`config.mk`:
```
export PLATFORM = sky130hd
export DESIGN_NAME = wav_riff_chunk_parser
export DESIGN_NICKNAME = d
export VERILOG_FILES = /design/src/hdl/wrc_pkg.sv /design/src/hdl/wrc_div.sv /design/src/hdl/wrc_parse.sv /design/src/hdl/wav_riff_chunk_parser.sv
export SDC_FILE = /design/constraint.sdc
export NUM_CORES = 1
export LEC_CHECK = 0
export BUFFER_PORTS_ARGS = -buffer_cell sky130_fd_sc_hd__buf_2
export CORE_MARGIN = 10
export CORE_UTILIZATION = 50
export CTS_CLUSTER_DIAMETER = 120
export CTS_CLUSTER_SIZE = 25
export DETAILED_ROUTE_END_ITERATION = 10
export PLACE_DENSITY = 0.81
export SYNTH_ARGS = -nofsm -noshare
export SYNTH_HDL_FRONTEND = slang
export SYNTH_SLANG_ARGS = --single-unit
```
`constraint.sdc`:
```
create_clock -name clock -period 3.1 [get_ports clock]
set_input_delay 0.465 -clock clock [delete_from_list [all_inputs] [get_ports clock]]
set_output_delay 0.465 -clock clock [all_outputs]
set_load 0.02 [all_outputs]
```
`src/hdl/wrc_pkg.sv`:
```
package wrc_pkg;

   localparam int DATA_W   = 32;
   localparam int HALF_W   = 16;
   localparam int IDX_W    = 5;
   localparam int DIV_CNT_W = 5;

   localparam logic [IDX_W-1:0] IDX_SAT = 5'd16;

   localparam logic [31:0] TAG_WAVE = 32'h5741_5645;
   localparam logic [31:0] TAG_FMT  = 32'h666D_7420;
   localparam logic [31:0] TAG_DATA = 32'h6461_7461;

   localparam logic [31:0] FMT_FIELD_BYTES   = 32'd16;
   localparam logic [15:0] ENC_PCM           = 16'd1;
   localparam logic [15:0] ENC_FLOAT         = 16'd3;
   localparam logic [15:0] PCM_UNSIGNED_BITS = 16'd8;

   // request opcodes
   localparam logic OP_BYTE = 1'b0;
   localparam logic OP_END  = 1'b1;

   // response kinds
   localparam logic [1:0] KIND_CONSUMED = 2'd0;
   localparam logic [1:0] KIND_SAMPLE   = 2'd1;
   localparam logic [1:0] KIND_FORM_ERR = 2'd2;
   localparam logic [1:0] KIND_REPORT   = 2'd3;

   // sample types
   localparam logic [1:0] SK_NONE     = 2'd0;
   localparam logic [1:0] SK_UNSIGNED = 2'd1;
   localparam logic [1:0] SK_SIGNED   = 2'd2;
   localparam logic [1:0] SK_FLOAT    = 2'd3;

   typedef enum logic [6:0] {
      PH_RIFF = 7'b000_0001,
      PH_HDR  = 7'b000_0010,
      PH_FMT  = 7'b000_0100,
      PH_DATA = 7'b000_1000,
      PH_SKIP = 7'b001_0000,
      PH_PAD  = 7'b010_0000,
      PH_HALT = 7'b100_0000
   } phase_type;

   typedef enum logic [1:0] {
      ST_READY  = 2'b01,
      ST_DIVIDE = 2'b10
   } top_state_type;

   // per-byte transaction result
   typedef struct packed {
      logic [1:0] kind;
      logic [7:0] sample_byte;
      logic       chunk_first;
   } byte_res_type;

   // end-of-file report, minus the sample count
   typedef struct packed {
      logic [15:0] encoding;
      logic [15:0] channels;
      logic [31:0] rate;
      logic [15:0] bits;
      logic [15:0] align;
      logic [1:0]  sample_kind;
      logic        track_ok;
      logic [31:0] data_length;
   } report_type;

endpackage

```
`src/hdl/wrc_div.sv`:
```
module wrc_div (
   input  logic                        clock,
   input  logic                        reset,
   input  logic                        start,
   input  logic [wrc_pkg::DATA_W-1:0]  dividend,
   input  logic [wrc_pkg::HALF_W-1:0]  divisor,
   output logic                        done,
   output logic [wrc_pkg::DATA_W-1:0]  quotient
);

   localparam logic [wrc_pkg::DIV_CNT_W-1:0] LAST_STEP = wrc_pkg::DIV_CNT_W'(wrc_pkg::DATA_W - 1);

   logic                           busy_ff, busy_in;
   logic                           done_ff, done_in;
   logic [wrc_pkg::DIV_CNT_W-1:0]  cnt_ff, cnt_in;
   logic [wrc_pkg::DATA_W-1:0]     quo_ff, quo_in;
   logic [wrc_pkg::HALF_W-1:0]     rem_ff, rem_in;
   logic [wrc_pkg::HALF_W-1:0]     div_ff, div_in;
   logic [wrc_pkg::HALF_W:0]       shifted;
   logic [wrc_pkg::HALF_W:0]       diff;
   logic                           ge;

   // shared compare/subtract: one quotient bit per cycle
   assign shifted = {rem_ff, quo_ff[wrc_pkg::DATA_W-1]};
   assign diff    = shifted - {1'b0, div_ff};
   assign ge      = (shifted >= {1'b0, div_ff});

   always_comb begin
      busy_in = busy_ff;
      done_in = 1'b0;
      cnt_in  = cnt_ff;
      quo_in  = quo_ff;
      rem_in  = rem_ff;
      div_in  = div_ff;
      if (start) begin
         busy_in = 1'b1;
         cnt_in  = '0;
         quo_in  = dividend;
         rem_in  = '0;
         div_in  = divisor;
      end else if (busy_ff) begin
         quo_in = {quo_ff[wrc_pkg::DATA_W-2:0], ge};
         rem_in = ge ? diff[wrc_pkg::HALF_W-1:0] : shifted[wrc_pkg::HALF_W-1:0];
         cnt_in = cnt_ff + 1'b1;
         if (cnt_ff == LAST_STEP) begin
            busy_in = 1'b0;
            done_in = 1'b1;
         end
      end
   end

   always_ff @(posedge clock) begin
      if (reset) begin
         busy_ff <= 1'b0;
         done_ff <= 1'b0;
         cnt_ff  <= '0;
      end else begin
         busy_ff <= busy_in;
         done_ff <= done_in;
         cnt_ff  <= cnt_in;
      end
      quo_ff <= quo_in;
      rem_ff <= rem_in;
      div_ff <= div_in;
   end

   assign done     = done_ff;
   assign quotient = quo_ff;

   a_done_after_busy: assert property (@(posedge clock) disable iff (reset)
      done_ff |-> $past(busy_ff))
      else $error("divider done without a running division");

   a_no_restart_busy: assert property (@(posedge clock) disable iff (reset)
      busy_ff |-> !done_ff)
      else $error("divider busy and done together");

   a_rem_below_div: assert property (@(posedge clock) disable iff (reset)
      (busy_ff && div_ff != '0 && cnt_ff != '0) |-> (rem_ff < div_ff))
      else $error("partial remainder not below divisor");

endmodule

```
`src/hdl/wrc_parse.sv`:
```
module wrc_parse (
   input  logic                 clock,
   input  logic                 reset,
   input  logic                 step,
   input  logic                 clear,
   input  logic [7:0]           byte_value,
   output wrc_pkg::byte_res_type byte_res,
   output wrc_pkg::report_type   report
);

   wrc_pkg::phase_type          phase_ff, phase_in;
   logic [wrc_pkg::IDX_W-1:0]   idx_ff, idx_in;
   logic [31:0]                 tag_ff, tag_in;
   logic [31:0]                 size_ff, size_in;
   logic [31:0]                 left_ff, left_in;
   logic                        pad_ff, pad_in;
   logic [15:0]                 enc_ff, enc_in;
   logic [15:0]                 chan_ff, chan_in;
   logic [31:0]                 rate_ff, rate_in;
   logic [15:0]                 align_ff, align_in;
   logic [15:0]                 bits_ff, bits_in;
   logic                        fmt_seen_ff, fmt_seen_in;
   logic                        data_seen_ff, data_seen_in;
   logic [31:0]                 dlen_ff, dlen_in;

   logic [31:0]                 tag_new;
   logic [31:0]                 size_new;
   logic [wrc_pkg::IDX_W-1:0]   idx_inc;
   logic [1:0]                  skind;

   assign tag_new  = {tag_ff[23:0], byte_value};
   assign size_new = {byte_value, size_ff[31:8]};
   assign idx_inc  = (idx_ff == wrc_pkg::IDX_SAT) ? idx_ff : idx_ff + 1'b1;

   always_comb begin
      phase_in     = phase_ff;
      idx_in       = idx_ff;
      tag_in       = tag_ff;
      size_in      = size_ff;
      left_in      = left_ff;
      pad_in       = pad_ff;
      enc_in       = enc_ff;
      chan_in      = chan_ff;
      rate_in      = rate_ff;
      align_in     = align_ff;
      bits_in      = bits_ff;
      fmt_seen_in  = fmt_seen_ff;
      data_seen_in = data_seen_ff;
      dlen_in      = dlen_ff;
      byte_res     = '0;

      if (clear) begin
         phase_in     = wrc_pkg::PH_RIFF;
         idx_in       = '0;
         tag_in       = '0;
         size_in      = '0;
         left_in      = '0;
         pad_in       = 1'b0;
         enc_in       = '0;
         chan_in      = '0;
         rate_in      = '0;
         align_in     = '0;
         bits_in      = '0;
         fmt_seen_in  = 1'b0;
         data_seen_in = 1'b0;
         dlen_in      = '0;
      end else if (step) begin
         case (phase_ff)
            wrc_pkg::PH_RIFF: begin
               if (idx_ff >= wrc_pkg::IDX_W'(8)) tag_in = tag_new;
               idx_in = idx_ff + 1'b1;
               if (idx_ff == wrc_pkg::IDX_W'(11)) begin
                  idx_in = '0;
                  if (tag_new != wrc_pkg::TAG_WAVE) begin
                     phase_in      = wrc_pkg::PH_HALT;
                     byte_res.kind = wrc_pkg::KIND_FORM_ERR;
                  end else begin
                     phase_in = wrc_pkg::PH_HDR;
                  end
               end
            end
            wrc_pkg::PH_HDR: begin
               if (idx_ff < wrc_pkg::IDX_W'(4)) tag_in = tag_new;
               else size_in = size_new;
               idx_in = idx_ff + 1'b1;
               if (idx_ff == wrc_pkg::IDX_W'(7)) begin
                  idx_in  = '0;
                  left_in = size_new;
                  pad_in  = size_new[0];
                  if (tag_ff == wrc_pkg::TAG_FMT) begin
                     enc_in      = '0;
                     chan_in     = '0;
                     rate_in     = '0;
                     align_in    = '0;
                     bits_in     = '0;
                     fmt_seen_in = (size_new >= wrc_pkg::FMT_FIELD_BYTES);
                     phase_in    = wrc_pkg::PH_FMT;
                  end else if (tag_ff == wrc_pkg::TAG_DATA) begin
                     data_seen_in = 1'b1;
                     dlen_in      = size_new;
                     phase_in     = wrc_pkg::PH_DATA;
                  end else begin
                     phase_in = wrc_pkg::PH_SKIP;
                  end
                  // empty body: straight to the next header (even size, no pad)
                  if (size_new == '0) phase_in = wrc_pkg::PH_HDR;
               end
            end
            wrc_pkg::PH_FMT, wrc_pkg::PH_DATA, wrc_pkg::PH_SKIP: begin
               if (phase_ff == wrc_pkg::PH_FMT) begin
                  case (idx_ff)
                     5'd0:    enc_in[7:0]     = byte_value;
                     5'd1:    enc_in[15:8]    = byte_value;
                     5'd2:    chan_in[7:0]    = byte_value;
                     5'd3:    chan_in[15:8]   = byte_value;
                     5'd4:    rate_in[7:0]    = byte_value;
                     5'd5:    rate_in[15:8]   = byte_value;
                     5'd6:    rate_in[23:16]  = byte_value;
                     5'd7:    rate_in[31:24]  = byte_value;
                     5'd12:   align_in[7:0]   = byte_value;
                     5'd13:   align_in[15:8]  = byte_value;
                     5'd14:   bits_in[7:0]    = byte_value;
                     5'd15:   bits_in[15:8]   = byte_value;
                     default: ;
                  endcase
               end else if (phase_ff == wrc_pkg::PH_DATA) begin
                  byte_res.kind        = wrc_pkg::KIND_SAMPLE;
                  byte_res.sample_byte = byte_value;
                  byte_res.chunk_first = (idx_ff == '0);
               end
               idx_in  = idx_inc;
               left_in = left_ff - 1'b1;
               if (left_ff == 32'd1) begin
                  idx_in   = '0;
                  phase_in = pad_ff ? wrc_pkg::PH_PAD : wrc_pkg::PH_HDR;
               end
            end
            wrc_pkg::PH_PAD: begin
               pad_in   = 1'b0;
               idx_in   = '0;
               phase_in = wrc_pkg::PH_HDR;
            end
            default: ;
         endcase
      end
   end

   always_ff @(posedge clock) begin
      if (reset) begin
         phase_ff     <= wrc_pkg::PH_RIFF;
         idx_ff       <= '0;
         tag_ff       <= '0;
         size_ff      <= '0;
         left_ff      <= '0;
         pad_ff       <= 1'b0;
         enc_ff       <= '0;
         chan_ff      <= '0;
         rate_ff      <= '0;
         align_ff     <= '0;
         bits_ff      <= '0;
         fmt_seen_ff  <= 1'b0;
         data_seen_ff <= 1'b0;
         dlen_ff      <= '0;
      end else begin
         phase_ff     <= phase_in;
         idx_ff       <= idx_in;
         tag_ff       <= tag_in;
         size_ff      <= size_in;
         left_ff      <= left_in;
         pad_ff       <= pad_in;
         enc_ff       <= enc_in;
         chan_ff      <= chan_in;
         rate_ff      <= rate_in;
         align_ff     <= align_in;
         bits_ff      <= bits_in;
         fmt_seen_ff  <= fmt_seen_in;
         data_seen_ff <= data_seen_in;
         dlen_ff      <= dlen_in;
      end
   end

   always_comb begin
      if (enc_ff == wrc_pkg::ENC_PCM) begin
         skind = (bits_ff == wrc_pkg::PCM_UNSIGNED_BITS) ? wrc_pkg::SK_UNSIGNED
                                                         : wrc_pkg::SK_SIGNED;
      end else if (enc_ff == wrc_pkg::ENC_FLOAT) begin
         skind = wrc_pkg::SK_FLOAT;
      end else begin
         skind = wrc_pkg::SK_NONE;
      end
   end

   // HALT is entered only on a bad form type, so it stands for the error flag
   always_comb begin
      report.encoding    = enc_ff;
      report.channels    = chan_ff;
      report.rate        = rate_ff;
      report.bits        = bits_ff;
      report.align       = align_ff;
      report.sample_kind = skind;
      report.track_ok    = (phase_ff != wrc_pkg::PH_RIFF) && (phase_ff != wrc_pkg::PH_HALT) &&
                           fmt_seen_ff && data_seen_ff && (skind != wrc_pkg::SK_NONE) &&
                           (align_ff != '0);
      report.data_length = dlen_ff;
   end

   a_body_nonempty: assert property (@(posedge clock) disable iff (reset)
      (phase_ff == wrc_pkg::PH_FMT || phase_ff == wrc_pkg::PH_DATA ||
       phase_ff == wrc_pkg::PH_SKIP) |-> (left_ff != '0))
      else $error("chunk body phase with nothing left");

   a_pad_flag: assert property (@(posedge clock) disable iff (reset)
      (phase_ff == wrc_pkg::PH_PAD) |-> pad_ff)
      else $error("pad phase without pending pad");

   a_halt_sticks: assert property (@(posedge clock) disable iff (reset)
      (phase_ff == wrc_pkg::PH_HALT && !clear) |=> (phase_ff == wrc_pkg::PH_HALT))
      else $error("left form error state without end of file");

endmodule

```
`src/hdl/wav_riff_chunk_parser.sv`:
```
// Channel  | Direction | Handshake           | Payload
// req_*    | in        | req_valid/req_stall | opcode, byte_value
// rsp_*    | out       | rsp_valid/rsp_stall | kind, sample_byte, chunk_first, report fields
//
// A file byte's response is registered and shows the cycle after the byte is accepted.
// The end-of-file transaction stalls requests until its report: accept, 32 steps of
// the shared restoring divider (one quotient bit per cycle), done register, report valid.
// req_stall is high during the division and while a response waits on rsp_stall.
// Synchronous active-high reset returns the parser to the RIFF header phase;
// the end-of-file transaction also clears the parser as its report fields are captured.
module wav_riff_chunk_parser (
   input  logic        clock,
   input  logic        reset,
   // request channel
   input  logic        req_valid,
   output logic        req_stall,
   input  logic        req_opcode,
   input  logic [7:0]  req_byte_value,
   // response channel
   output logic        rsp_valid,
   input  logic        rsp_stall,
   output logic [1:0]  rsp_kind,
   output logic [7:0]  rsp_sample_byte,
   output logic        rsp_chunk_first,
   output logic [15:0] rsp_encoding,
   output logic [15:0] rsp_channel_count,
   output logic [31:0] rsp_sample_rate,
   output logic [15:0] rsp_sample_bits,
   output logic [15:0] rsp_frame_bytes,
   output logic [1:0]  rsp_sample_kind,
   output logic [31:0] rsp_sample_count,
   output logic        rsp_track_valid
);

   wrc_pkg::top_state_type state_ff, state_in;
   logic                   valid_ff, valid_in;

   // response payload registers
   logic [1:0]  kind_ff, kind_in;
   logic [7:0]  sbyte_ff, sbyte_in;
   logic        first_ff, first_in;
   logic [15:0] enc_ff, enc_in;
   logic [15:0] chan_ff, chan_in;
   logic [31:0] rate_ff, rate_in;
   logic [15:0] bits_ff, bits_in;
   logic [15:0] align_ff, align_in;
   logic [1:0]  skind_ff, skind_in;
   logic [31:0] count_ff, count_in;
   logic        ok_ff, ok_in;

   logic                  req_take;
   logic                  byte_take;
   logic                  end_take;
   wrc_pkg::byte_res_type byte_res;
   wrc_pkg::report_type   report;
   logic                  div_done;
   logic [31:0]           div_quo;

   // accept only in the ready state, with the output register free or emptying this cycle
   assign req_stall = (state_ff != wrc_pkg::ST_READY) || (valid_ff && rsp_stall);
   assign req_take  = req_valid && !req_stall;
   assign byte_take = req_take && (req_opcode == wrc_pkg::OP_BYTE);
   assign end_take  = req_take && (req_opcode == wrc_pkg::OP_END);

   wrc_parse u_parse (
      .clock      (clock),
      .reset      (reset),
      .step       (byte_take),
      .clear      (end_take),
      .byte_value (req_byte_value),
      .byte_res   (byte_res),
      .report     (report)
   );

   // sample count = last data length / block align
   wrc_div u_div (
      .clock    (clock),
      .reset    (reset),
      .start    (end_take),
      .dividend (report.data_length),
      .divisor  (report.align),
      .done     (div_done),
      .quotient (div_quo)
   );

   always_comb begin
      state_in = state_ff;
      valid_in = valid_ff;
      kind_in  = kind_ff;
      sbyte_in = sbyte_ff;
      first_in = first_ff;
      enc_in   = enc_ff;
      chan_in  = chan_ff;
      rate_in  = rate_ff;
      bits_in  = bits_ff;
      align_in = align_ff;
      skind_in = skind_ff;
      count_in = count_ff;
      ok_in    = ok_ff;

      if (valid_ff && !rsp_stall) valid_in = 1'b0;

      if (byte_take) begin
         valid_in = 1'b1;
         kind_in  = byte_res.kind;
         sbyte_in = byte_res.sample_byte;
         first_in = byte_res.chunk_first;
         enc_in   = '0;
         chan_in  = '0;
         rate_in  = '0;
         bits_in  = '0;
         align_in = '0;
         skind_in = wrc_pkg::SK_NONE;
         count_in = '0;
         ok_in    = 1'b0;
      end else if (end_take) begin
         // report fields load now; the count follows when the divider finishes
         state_in = wrc_pkg::ST_DIVIDE;
         valid_in = 1'b0;
         kind_in  = wrc_pkg::KIND_REPORT;
         sbyte_in = '0;
         first_in = 1'b0;
         enc_in   = report.encoding;
         chan_in  = report.channels;
         rate_in  = report.rate;
         bits_in  = report.bits;
         align_in = report.align;
         skind_in = report.sample_kind;
         ok_in    = report.track_ok;
      end

      if (div_done) begin
         state_in = wrc_pkg::ST_READY;
         valid_in = 1'b1;
         count_in = (align_ff == '0) ? '0 : div_quo;
      end
   end

   always_ff @(posedge clock) begin
      if (reset) begin
         state_ff <= wrc_pkg::ST_READY;
         valid_ff <= 1'b0;
      end else begin
         state_ff <= state_in;
         valid_ff <= valid_in;
      end
      kind_ff  <= kind_in;
      sbyte_ff <= sbyte_in;
      first_ff <= first_in;
      enc_ff   <= enc_in;
      chan_ff  <= chan_in;
      rate_ff  <= rate_in;
      bits_ff  <= bits_in;
      align_ff <= align_in;
      skind_ff <= skind_in;
      count_ff <= count_in;
      ok_ff    <= ok_in;
   end

   assign rsp_valid         = valid_ff;
   assign rsp_kind          = kind_ff;
   assign rsp_sample_byte   = sbyte_ff;
   assign rsp_chunk_first   = first_ff;
   assign rsp_encoding      = enc_ff;
   assign rsp_channel_count = chan_ff;
   assign rsp_sample_rate   = rate_ff;
   assign rsp_sample_bits   = bits_ff;
   assign rsp_frame_bytes   = align_ff;
   assign rsp_sample_kind   = skind_ff;
   assign rsp_sample_count  = count_ff;
   assign rsp_track_valid   = ok_ff;

   a_no_valid_while_div: assert property (@(posedge clock) disable iff (reset)
      (state_ff == wrc_pkg::ST_DIVIDE) |-> !valid_ff)
      else $error("response shown during division");

   a_end_starts_div: assert property (@(posedge clock) disable iff (reset)
      end_take |=> (state_ff == wrc_pkg::ST_DIVIDE))
      else $error("end of file did not start the division");

   a_done_in_div: assert property (@(posedge clock) disable iff (reset)
      div_done |-> (state_ff == wrc_pkg::ST_DIVIDE))
      else $error("divider result outside division state");

   a_report_after_div: assert property (@(posedge clock) disable iff (reset)
      ((state_ff == wrc_pkg::ST_DIVIDE) && div_done) |=>
      (valid_ff && kind_ff == wrc_pkg::KIND_REPORT))
      else $error("division finished without a report");

endmodule
```
## After elaboration in Yosys (flattened, before gate mapping)

Index checks and enable logic that the tools add are counted.

| storage, ports and cells | value |
|---|---|
| register bits | 455 |
| bits in latches | 0 |
| RAM bits | 0 |
| ROM bits | 0 |
| input bits | 13 |
| output and inout bits | 144 |
| logic and storage cells | 231 |
| memories | 0 |

| cells by class | value |
|---|---|
| add/subtract/negate cells | 4 |
| $mul | 0 |
| divide/modulo/power cells | 0 |
| order comparisons | 4 |
| eq/ne operators | 50 |
| shift-type cells | 0 |
| mux-type cells | 77 |
| bitwise operators | 5 |
| reductions and logical operators | 51 |

Operators with widths:

| kind | number |
|---|---|
| $mux W32 | 11 |
| $pmux W32 S2 | 3 |
| $pmux W16 S2 | 4 |
| $mux W16 | 7 |
| $mux W8 | 14 |
| $reduce_and A6 Y1 | 12 |
| $eq A32 B31 Y1 const B | 2 |
| $mux W7 | 6 |
| $eq A32 B1 Y1 const B | 1 |
| $ge A32 B5 Y1 const B | 1 |
| $logic_not A32 Y1 | 1 |
| $ne A32 B31 Y1 const B | 1 |
| $sub A32 B1 Y32 const B | 1 |
| $pmux W7 S4 | 1 |
| $eq A5 B4 Y1 const B | 5 |
| $mux W5 | 5 |
| $mux W11 | 2 |
| $eq A5 B3 Y1 const B | 4 |
| $ne A2 B1 Y1 const B | 10 |
| $ne A2 B2 Y1 const B | 10 |
| $pmux W5 S4 | 1 |
| $ge A17 B16 Y1 | 1 |
| $eq A16 B1 Y1 const B | 1 |
| $eq A16 B2 Y1 const B | 1 |
| other kinds (39) | 86 |

## Logic depth before layout (Yosys ltp)

Gate-level depths: netlist of the first run.

| logic depth | value |
|---|---|
| depth after elaboration | 8 |
| depth in mapped cells | 11 |
| mapped depth without buffers | 11 |

## Modules after synthesis

Synthesis of the first run repeated with hierarchy kept, for this count alone.

| unflattened totals | value |
|---|---|
| cells, all modules | 2018 |
| area total of the unflattened synthesis | 19582.5 sq um |

Modules (own cells, without submodules):

| module | instances | cells each | area each (sq um) | seq. area each (sq um) |
|---|---|---|---|---|
| wrc_parse | 1 | 1132 | 10037.1 | 4624.4 |
| wav_riff_chunk_parser | 1 | 537 | 5685.5 | 3333.2 |
| wrc_div | 1 | 349 | 3860.0 | 1901.8 |

## Least setup slack after synthesis of the first run

Ideal clock, no wire load.

| path | value |
|---|---|
| kind | register to register |
| start | register u_div.div_ff[1] (netlist bit) |
| end | register u_div.rem_ff[6] (netlist bit) |
| library setup time | 0.122 ns |
| arrival time | 2.599 ns |
| data required time | 2.978 ns |
| setup slack | 0.378 ns |
| cell stages (with the launch flop) | 11 |
| path buffers | 1 |
| clock period less this slack | 2.722 ns |
| path through | edfxtp_1 > inv_1 > ha_1 > nor2b_1 > o31a_1 > o31ai_1 > a211o_1 > nand2_1 > clkbuf_1 > nor3b_1 > nor3_1 |

| on the way | value |
|---|---|
| cells in the longest elaborated chain, start to end | 2 |
| elaborated cells between the ends (all ways) | 3 |
| those cells by class | add/sub: 1; order compare: 1; mux: 1 |

RTL lines:

| what | line | source |
|---|---|---|
| start, declared | wrc_div.sv:18 | `logic [wrc_pkg::HALF_W-1:0] div_ff, div_in;` |
| start signal, assigned | wrc_div.sv:64 | `div_ff <= div_in;` |
| $sub A16 B16 Y16 or $ge A17 B16 Y1 (tied branches) | wrc_div.sv:25, wrc_div.sv:26 |  |
| $mux W16 * | wrc_div.sv:43 | `rem_in = ge ? diff[wrc_pkg::HALF_W-1:0] : shifted[wrc_pkg::HALF_W-1:0];` |
| end signal, assigned | wrc_div.sv:63 | `rem_ff <= rem_in;` |
| end, declared | wrc_div.sv:17 | `logic [wrc_pkg::HALF_W-1:0] rem_ff, rem_in;` |

Every way passes the cells marked *; elsewhere a longest branch is shown, timed or not.
A chain may end at the register's enable or synchronous reset.

## Final worst setup path of the first run

| path | value |
|---|---|
| start | register u_parse.left_ff[7] |
| end | register u_parse.left_ff[26] |

| on the way | value |
|---|---|
| cells in the longest elaborated chain, start to end | 2 |

RTL lines:

| what | line | source |
|---|---|---|
| start, declared | wrc_parse.sv:15 | `logic [31:0] left_ff, left_in;` |
| start signal, assigned | wrc_parse.sv:169 | `left_ff <= left_in;` |
| $sub A32 B1 Y32 | wrc_parse.sv:132 | `left_in = left_ff - 1'b1;` |
| $pmux W32 S2 | wrc_parse.sv:68 | `case (phase_ff)` |

No other way between the ends.

==> out/metrics.csv, run 1 <==
stage;metric;value;unit
critical_path;crit_fanout;9;
global_route;grt_pass1_wl;75500;um
yosys;synth_largest_area_cell;dfxtp_1;
timing;rsz0062_at_grt;false;
clock_tree;root_buffer;clkbuf_16;
routing;drt-pass1-iter-count;5;
timing;relSlewSlack;32.1;%
yosys;synth_cell_types;68;
timing;fin_worst_skew;25.1;ps
yosys;synthTopCellsByArea;dfxtp_1, edfxtp_1, nand2_1, mux2i_1, nand3_1;
routing;wl;47900;um
floorplanning;die_h;213;um
global_route;grt_pass1_vias;14100;
yosys;async_flop_share;0;%
routing;drc;0;
clock_tree;postCtsHoldBufs;0;
clock_tree;clock_sinks;447;
power;p_sw;3030;uW
yosys;ys.flop_type;dfxtp_1;
yosys;synth_edf_count;91;
timing;period_needed;2870;ps
floorplanning;start_util;50.7;%
critical_path;worstPathRequired;3550;ps
timing;fmax;349;MHz
clock_tree;cts_made_buffers;21;
yosys;synthCells;2058;
yosys;syn-num-nets;2097;
yosys;synth_warnings;0;
layout;fin_nets;2192;
power;powerDensity;544;nW/um^2
placed_design;dp_hpwl;33200;um
layout;final_cell_mix;nand2_1, dfxtp_1, mux2i_1;
critical_path;slowest_delay;580;ps
layout;syn2layout_area_growth;9.99;%
routing;final_antenna_net_count;0;
floorplanning;io-pin-count;157;
clock_tree;cts_tree;built;
flow_run;maxCapViolCount;0;
power;p_comb_share;16.4;%
floorplanning;coreArea;36700;um^2
power;p_int;8100;uW
global_route;grt_max_degree;100;
floorplanning;dieArea;45300;um^2
global_route;grt_use_total;20.3;%
power;swShare;27.2;%
timing;worst_pin_slew;1020;ps
power;max-vdd-ir-drop;0.000318;V
routing;vias;15100;
yosys;ys_seq_area_share;53.0;%
critical_path;end_kind;register;
power;power;11100;uW
critical_path;critPathKind;register to register;
floorplanning;die_x;213;um
clock_tree;path_clk_slew;110;ps
worst_hold_path;worstHoldPathType;input pin to register;
yosys;synth.ff_latch_count;447;
global_route;antenna_found_initial;1;
yosys;synth.avg_cell_area;9.04;um^2
timing;hold_violations;0;
power;leakagePower;0.00905;uW
clock_tree;clock_latency;550;ps
placed_design;gp_congestion;0.942;
clock_tree;h-tree-depth;1;
routing;wl_per_cell;18.2;um
routing;routed_via_density;5.74;
clock_tree;cts_buffer_depth;3;
timing;setup_viol;0;
placed_design;portBuffers;156;
timing;fin_tns_setup;0;ps
power;power_frac_seq;56.1;%
critical_path;cpMostUsedCell;or4_4;
layout;drive_gt1_share;11.3;%
yosys;synth_top_area_share;38.3;%
critical_path;crit_family;simple AND/OR/NAND/NOR gates;
outcome;status;completed;
power;pwr-share-clk;27.5;%
global_route;overflow;0;
critical_path;worstPathBufferInverterCount;0;
timing;finalMaxSlewViolations;0;
yosys;synth_area;18600;um^2
critical_path;arrival;3320;ps
critical_path;path_cells;or4_4, or3_4, or4_4, or4_4, o21ai_0, a21oi_1, nor3_1;
critical_path;cp_slowest_cell;or4_4;
critical_path;start_kind;register;
floorplanning;std_cell_rows;70;
layout;mostFrequentLayoutCell;nand2_1;
layout;antenna_cells;0;
routing;drtIter0Drc;1537;
timing;fin_crit_sh;92.5;%
## kinds of logic after synthesis
kind of cell               Yosys count  share of synthesized area [%]
and+or+nand+nor                    964                           23.0
DFF                                447                           53.0
AOI/OAI and AO/OA                  271                           8.73
muxes                              173                           9.31
buffers and inverters              157                           3.23
adders and majority gates           26                           1.79
xor gates and xnor gates            20                          0.941
## worst paths after layout
check,start,to,slack (ps),cells after the start
worst max-delay path,u_parse.left_ff[7],u_parse.left_ff[26],230,7
worst min-delay path,reset,u_div.busy_ff,190,2
worst max register to register,u_parse.left_ff[7],u_parse.left_ff[26],230,7
worst min register to register,rsp_channel_count[12],rsp_channel_count[12],440,2
## power groups by stage
stage                     Sequential [uW]  Combinational, uW  Clock, uW
after CTS                            6250               1810       3090
final                                6250               1830       3060
after global routing                 6270               2030       3300
after floorplan                      6390               1320          0
after detailed placement             6380               1800          0
after global placement               6370               1770          0
## cell usage after synthesis (31+ instances only)
| master | n |
|---|---|
| o21ai_0 | 82 |
| a21oi_1 | 100 |
| inv_1 | 31 |
| nor4_1 | 35 |
| nor3_1 | 31 |
| nor2_1 | 127 |
| mux2i_1 | 173 |
| dfxtp_1 | 356 |
| and2_1 | 43 |
| nand2_1 | 524 |
| nand3_1 | 133 |
| edfxtp_1 | 91 |
| clkbuf_1 | 101 |
## state kept, by name, summed over array words and instances (netlist names), 7 cells and up
| register | count |
|---|---|
| rsp_sample_count | 32 |
| u_div.rem_ff | 16 |
| u_parse.size_ff | 24 |
| u_parse.dlen_ff | 32 |
| u_parse.tag_ff | 32 |
| u_parse.chan_ff | 16 |
| u_div.quotient | 32 |
| u_parse.enc_ff | 16 |
| u_parse.left_ff | 32 |
| rsp_encoding | 16 |
| u_div.div_ff | 16 |
| rsp_sample_bits | 16 |
| rsp_sample_rate | 32 |
| u_parse.phase_ff | 7 |
| rsp_frame_bytes | 16 |
| u_parse.rate_ff | 32 |
| u_parse.align_ff | 16 |
| rsp_sample_byte | 8 |
| rsp_channel_count | 16 |
| u_parse.bits_ff | 16 |
## layer usage
layer  global-route usage (%)  share of wire, %
met1                     27.6                44
met2                     33.0                47
met3                     3.30               7.4
met4                     4.78               1.7
met5                        0                 0
## what timing repair did
action | CTS | global route
setup endpoints to repair | 0 | 96
gates resized for setup | 0 | 2
buffers inserted | 0 | 0
## final cells by class
cell class	count	area, um^2
fill	3159	16200
clock inverter	2	13.8
multi-input combinational	1454	8210
sequential	447	9860
inverter	33	125
clock buffer	31	563
timing repair buffer	196	1110
tap	468	586
## stage by stage
step	worst slack, ps	std cells	cell area, um^2	util, %	hold slack, ps
CTS	181	2631	20500	55.8	175
detailed placement	206	2598	19900	54.2	427
floorplan	378	2058	18600	-	421
global placement	238	2598	19900	54.2	423
finish	232	2631	20500	55.8	191
global route	77.8	2631	20500	55.8	176
No activity file was read; power rests on OpenSTA's default activity.
==> inputs of run 2 (changes only) <==
--- a/config.mk
+++ b/config.mk
@@ -7,11 +7,12 @@
 export LEC_CHECK = 0
 export BUFFER_PORTS_ARGS = -buffer_cell sky130_fd_sc_hd__buf_2
 export CORE_MARGIN = 10
-export CORE_UTILIZATION = 50
+export CORE_UTILIZATION = 40
 export CTS_CLUSTER_DIAMETER = 120
 export CTS_CLUSTER_SIZE = 25
 export DETAILED_ROUTE_END_ITERATION = 10
-export PLACE_DENSITY = 0.81
+export PLACE_DENSITY = 0.71
+export SKIP_LAST_GASP = 1
 export SYNTH_ARGS = -nofsm -noshare
 export SYNTH_HDL_FRONTEND = slang
 export SYNTH_SLANG_ARGS = --single-unit
==> constraint.sdc (replaced) <==
create_clock -name clock -period 2.3 [get_ports clock]
set_input_delay 0.345 -clock clock [delete_from_list [all_inputs] [get_ports clock]]
set_output_delay 0.345 -clock clock [all_outputs]
set_load 0.02 [all_outputs]
==> out/metrics.csv, run 2 (synthesis gave the netlist of run 1 again) <==
stage;metric;value;unit
floorplanning;coreArea;45700;um^2
clock_tree;cts_tree;built;
layout;mostFrequentLayoutCell;nand2_1;
routing;drt-pass1-iter-count;6;
clock_tree;cts_buffer_depth;3;
clock_tree;path_clk_slew;110;ps
routing;drtIter0Drc;1339;
critical_path;arrival;3190;ps
layout;final_cell_mix;nand2_1, dfxtp_1, mux2i_1;
power;p_sw;4480;uW
global_route;grt_pass1_wl;80400;um
routing;wl;51600;um
layout;syn2layout_area_growth;21.0;%
clock_tree;clock_latency;580;ps
timing;fin_worst_skew;38.1;ps
critical_path;end_kind;register;
layout;fin_nets;2320;
critical_path;path_cells;or4_4, or3_4, or4_4, buf_4, buf_6, nor4_4, or2_4, a21oi_1, nor3_1;
routing;final_antenna_net_count;0;
timing;period_needed;2710;ps
floorplanning;start_util;40.7;%
global_route;overflow;0;
critical_path;start_kind;register;
power;leakagePower;0.00996;uW
clock_tree;h-tree-depth;1;
flow_run;maxCapViolCount;0;
clock_tree;root_buffer;clkbuf_16;
floorplanning;dieArea;55500;um^2
layout;antenna_cells;0;
outcome;failed_checks;negative setup slack;
critical_path;cp_slowest_cell;or4_4;
layout;drive_gt1_share;19.5;%
routing;wl_per_cell;17.8;um
critical_path;worstPathBufferInverterCount;2;
power;swShare;28.0;%
critical_path;reg2reg_depth;9;
global_route;grt_max_degree;108;
timing;hold_violations;0;
power;max-vdd-ir-drop;0.000529;V
power;powerDensity;712;nW/um^2
floorplanning;die_x;236;um
timing;hold_ws;59.7;ps
timing;fin_crit_sh;118;%
power;power_frac_seq;52.7;%
routing;vias;15600;
timing;fin_tns_setup;-1690;ps
timing;worst_pin_slew;1050;ps
critical_path;r2r_end;u_parse.left_ff[30];
critical_path;cpMostUsedCell;or4_4;
clock_tree;postCtsHoldBufs;0;
floorplanning;die_h;236;um
critical_path;regToRegStartpoint;u_parse.left_ff[7];
timing;finalMaxSlewViolations;0;
floorplanning;io-pin-count;157;
critical_path;crit_fanout;2;
critical_path;worstPathRequired;2780;ps
critical_path;reg2reg_slack;-410;ps
timing;setup_viol;13;
outcome;status;complete, but fails checks;
global_route;grt_pass1_vias;14900;
clock_tree;cts_made_buffers;21;
floorplanning;std_cell_rows;78;
critical_path;slowest_delay;530;ps
timing;relSlewSlack;30.1;%
placed_design;dp_hpwl;35400;um
global_route;antenna_found_initial;2;
power;power;16000;uW
placed_design;gp_congestion;0.897;
worst_hold_path;worstHoldPathCells;2;
power;pwr-share-clk;26.2;%
clock_tree;clock_sinks;447;
power;p_comb_share;21.1;%
critical_path;worst-path-stages;9;
global_route;grt_use_total;17.2;%
critical_path;critPathKind;register to register;
timing;fmax;369;MHz
routing;routed_via_density;5.40;
routing;drc;0;
worst_hold_path;worstHoldPathType;input pin to register;
timing;rsz0062_at_grt;true;
critical_path;crit_end;u_parse.left_ff[30];
placed_design;portBuffers;156;
timing;worst_slack;-409;ps
critical_path;crit_family;simple AND/OR/NAND/NOR gates;
power;p_int;11500;uW
critical_path;crit_start;u_parse.left_ff[7];
## run 2: changes by cell type in the layout (fill, tap and decap cells not counted), moves of 7 or more
cell / delta
o21ai_0: -15
buf_6: +9
o21ai_1: +11
buf_4: +88
nor4_1: -8
ha_1: -7
buf_12: +27
nor3_2: +9
nor3_1: -9
## run 2: timing repair
item                                    in CTS  in global routing
gates resized for setup                     34                 67
pin swaps                                   19                 46
cloned                                       0                  6
buffers inserted                            10                 14
endpoints found under the setup margin      54                193
endpoints found under the hold margin        0                  0
## run 2: worst min path at each step
stage | end | from
2_1_floorplan | u_div.busy_ff | reset
3_3_place_gp | rsp_sample_bits[12] | rsp_sample_bits[12]
3_5_place_dp | rsp_sample_bits[10] | rsp_sample_bits[10]
4_1_cts | u_div.busy_ff | reset
5_1_grt | u_div.busy_ff | reset
6_report | u_div.busy_ff | reset
## run 2: final cells by class
cell class	count	area, um^2
clock inverters	1	8.76
flip-flops and latches	447	9870
fillers	4258	23200
inverters	33	129
multi-input cells	1454	8670
well taps	600	751
clock buffers	31	573
repair buffers	324	2510
## run 2: power by group through the flow
stage | Clock [uW] | Sequential [uW] | Combinational, uW
4_1_cts | 4300 | 8420 | 2860
3_3_place_gp | 0 | 8590 | 2690
2_1_floorplan | 0 | 8610 | 1860
5_1_grt | 4520 | 8480 | 3650
6_report | 4200 | 8440 | 3380
3_5_place_dp | 0 | 8600 | 2750
## run 2: routing by layer
| layer | track usage [%] | wire length [um] | vias to the layer above |
|---|---|---|---|
| met5 | 0 | 13 | - |
| met4 | 3.82 | 846 | 2 |
| met3 | 2.56 | 2930 | 67 |
| met2 | 28.5 | 24200 | 430 |
| met1 | 23.1 | 23600 | 7578 |
| li1 | - | - | 7522 |
## run 2: metrics by stage
stage          setup slack (ps)  util (%)  cells  cell area, um^2
3_5_place_dp               -360      46.4   2829            21200
3_3_place_gp               -352      46.4   2829            21200
5_1_grt                    -489      49.3   2890            22500
4_1_cts                    -376      48.2   2871            22000
6_report                   -409      49.3   2890            22500
2_1_floorplan              -412         -   2058            18700
## run 2: worst reg2reg max path: stages (launching register included)
cell and delay, ps:
dfxtp_2 330, or4_4 530, or3_4 340, or4_4 500, buf_4 150, buf_6 110
nor4_4 280, or2_4 150, a21oi_1 60, nor3_1 180
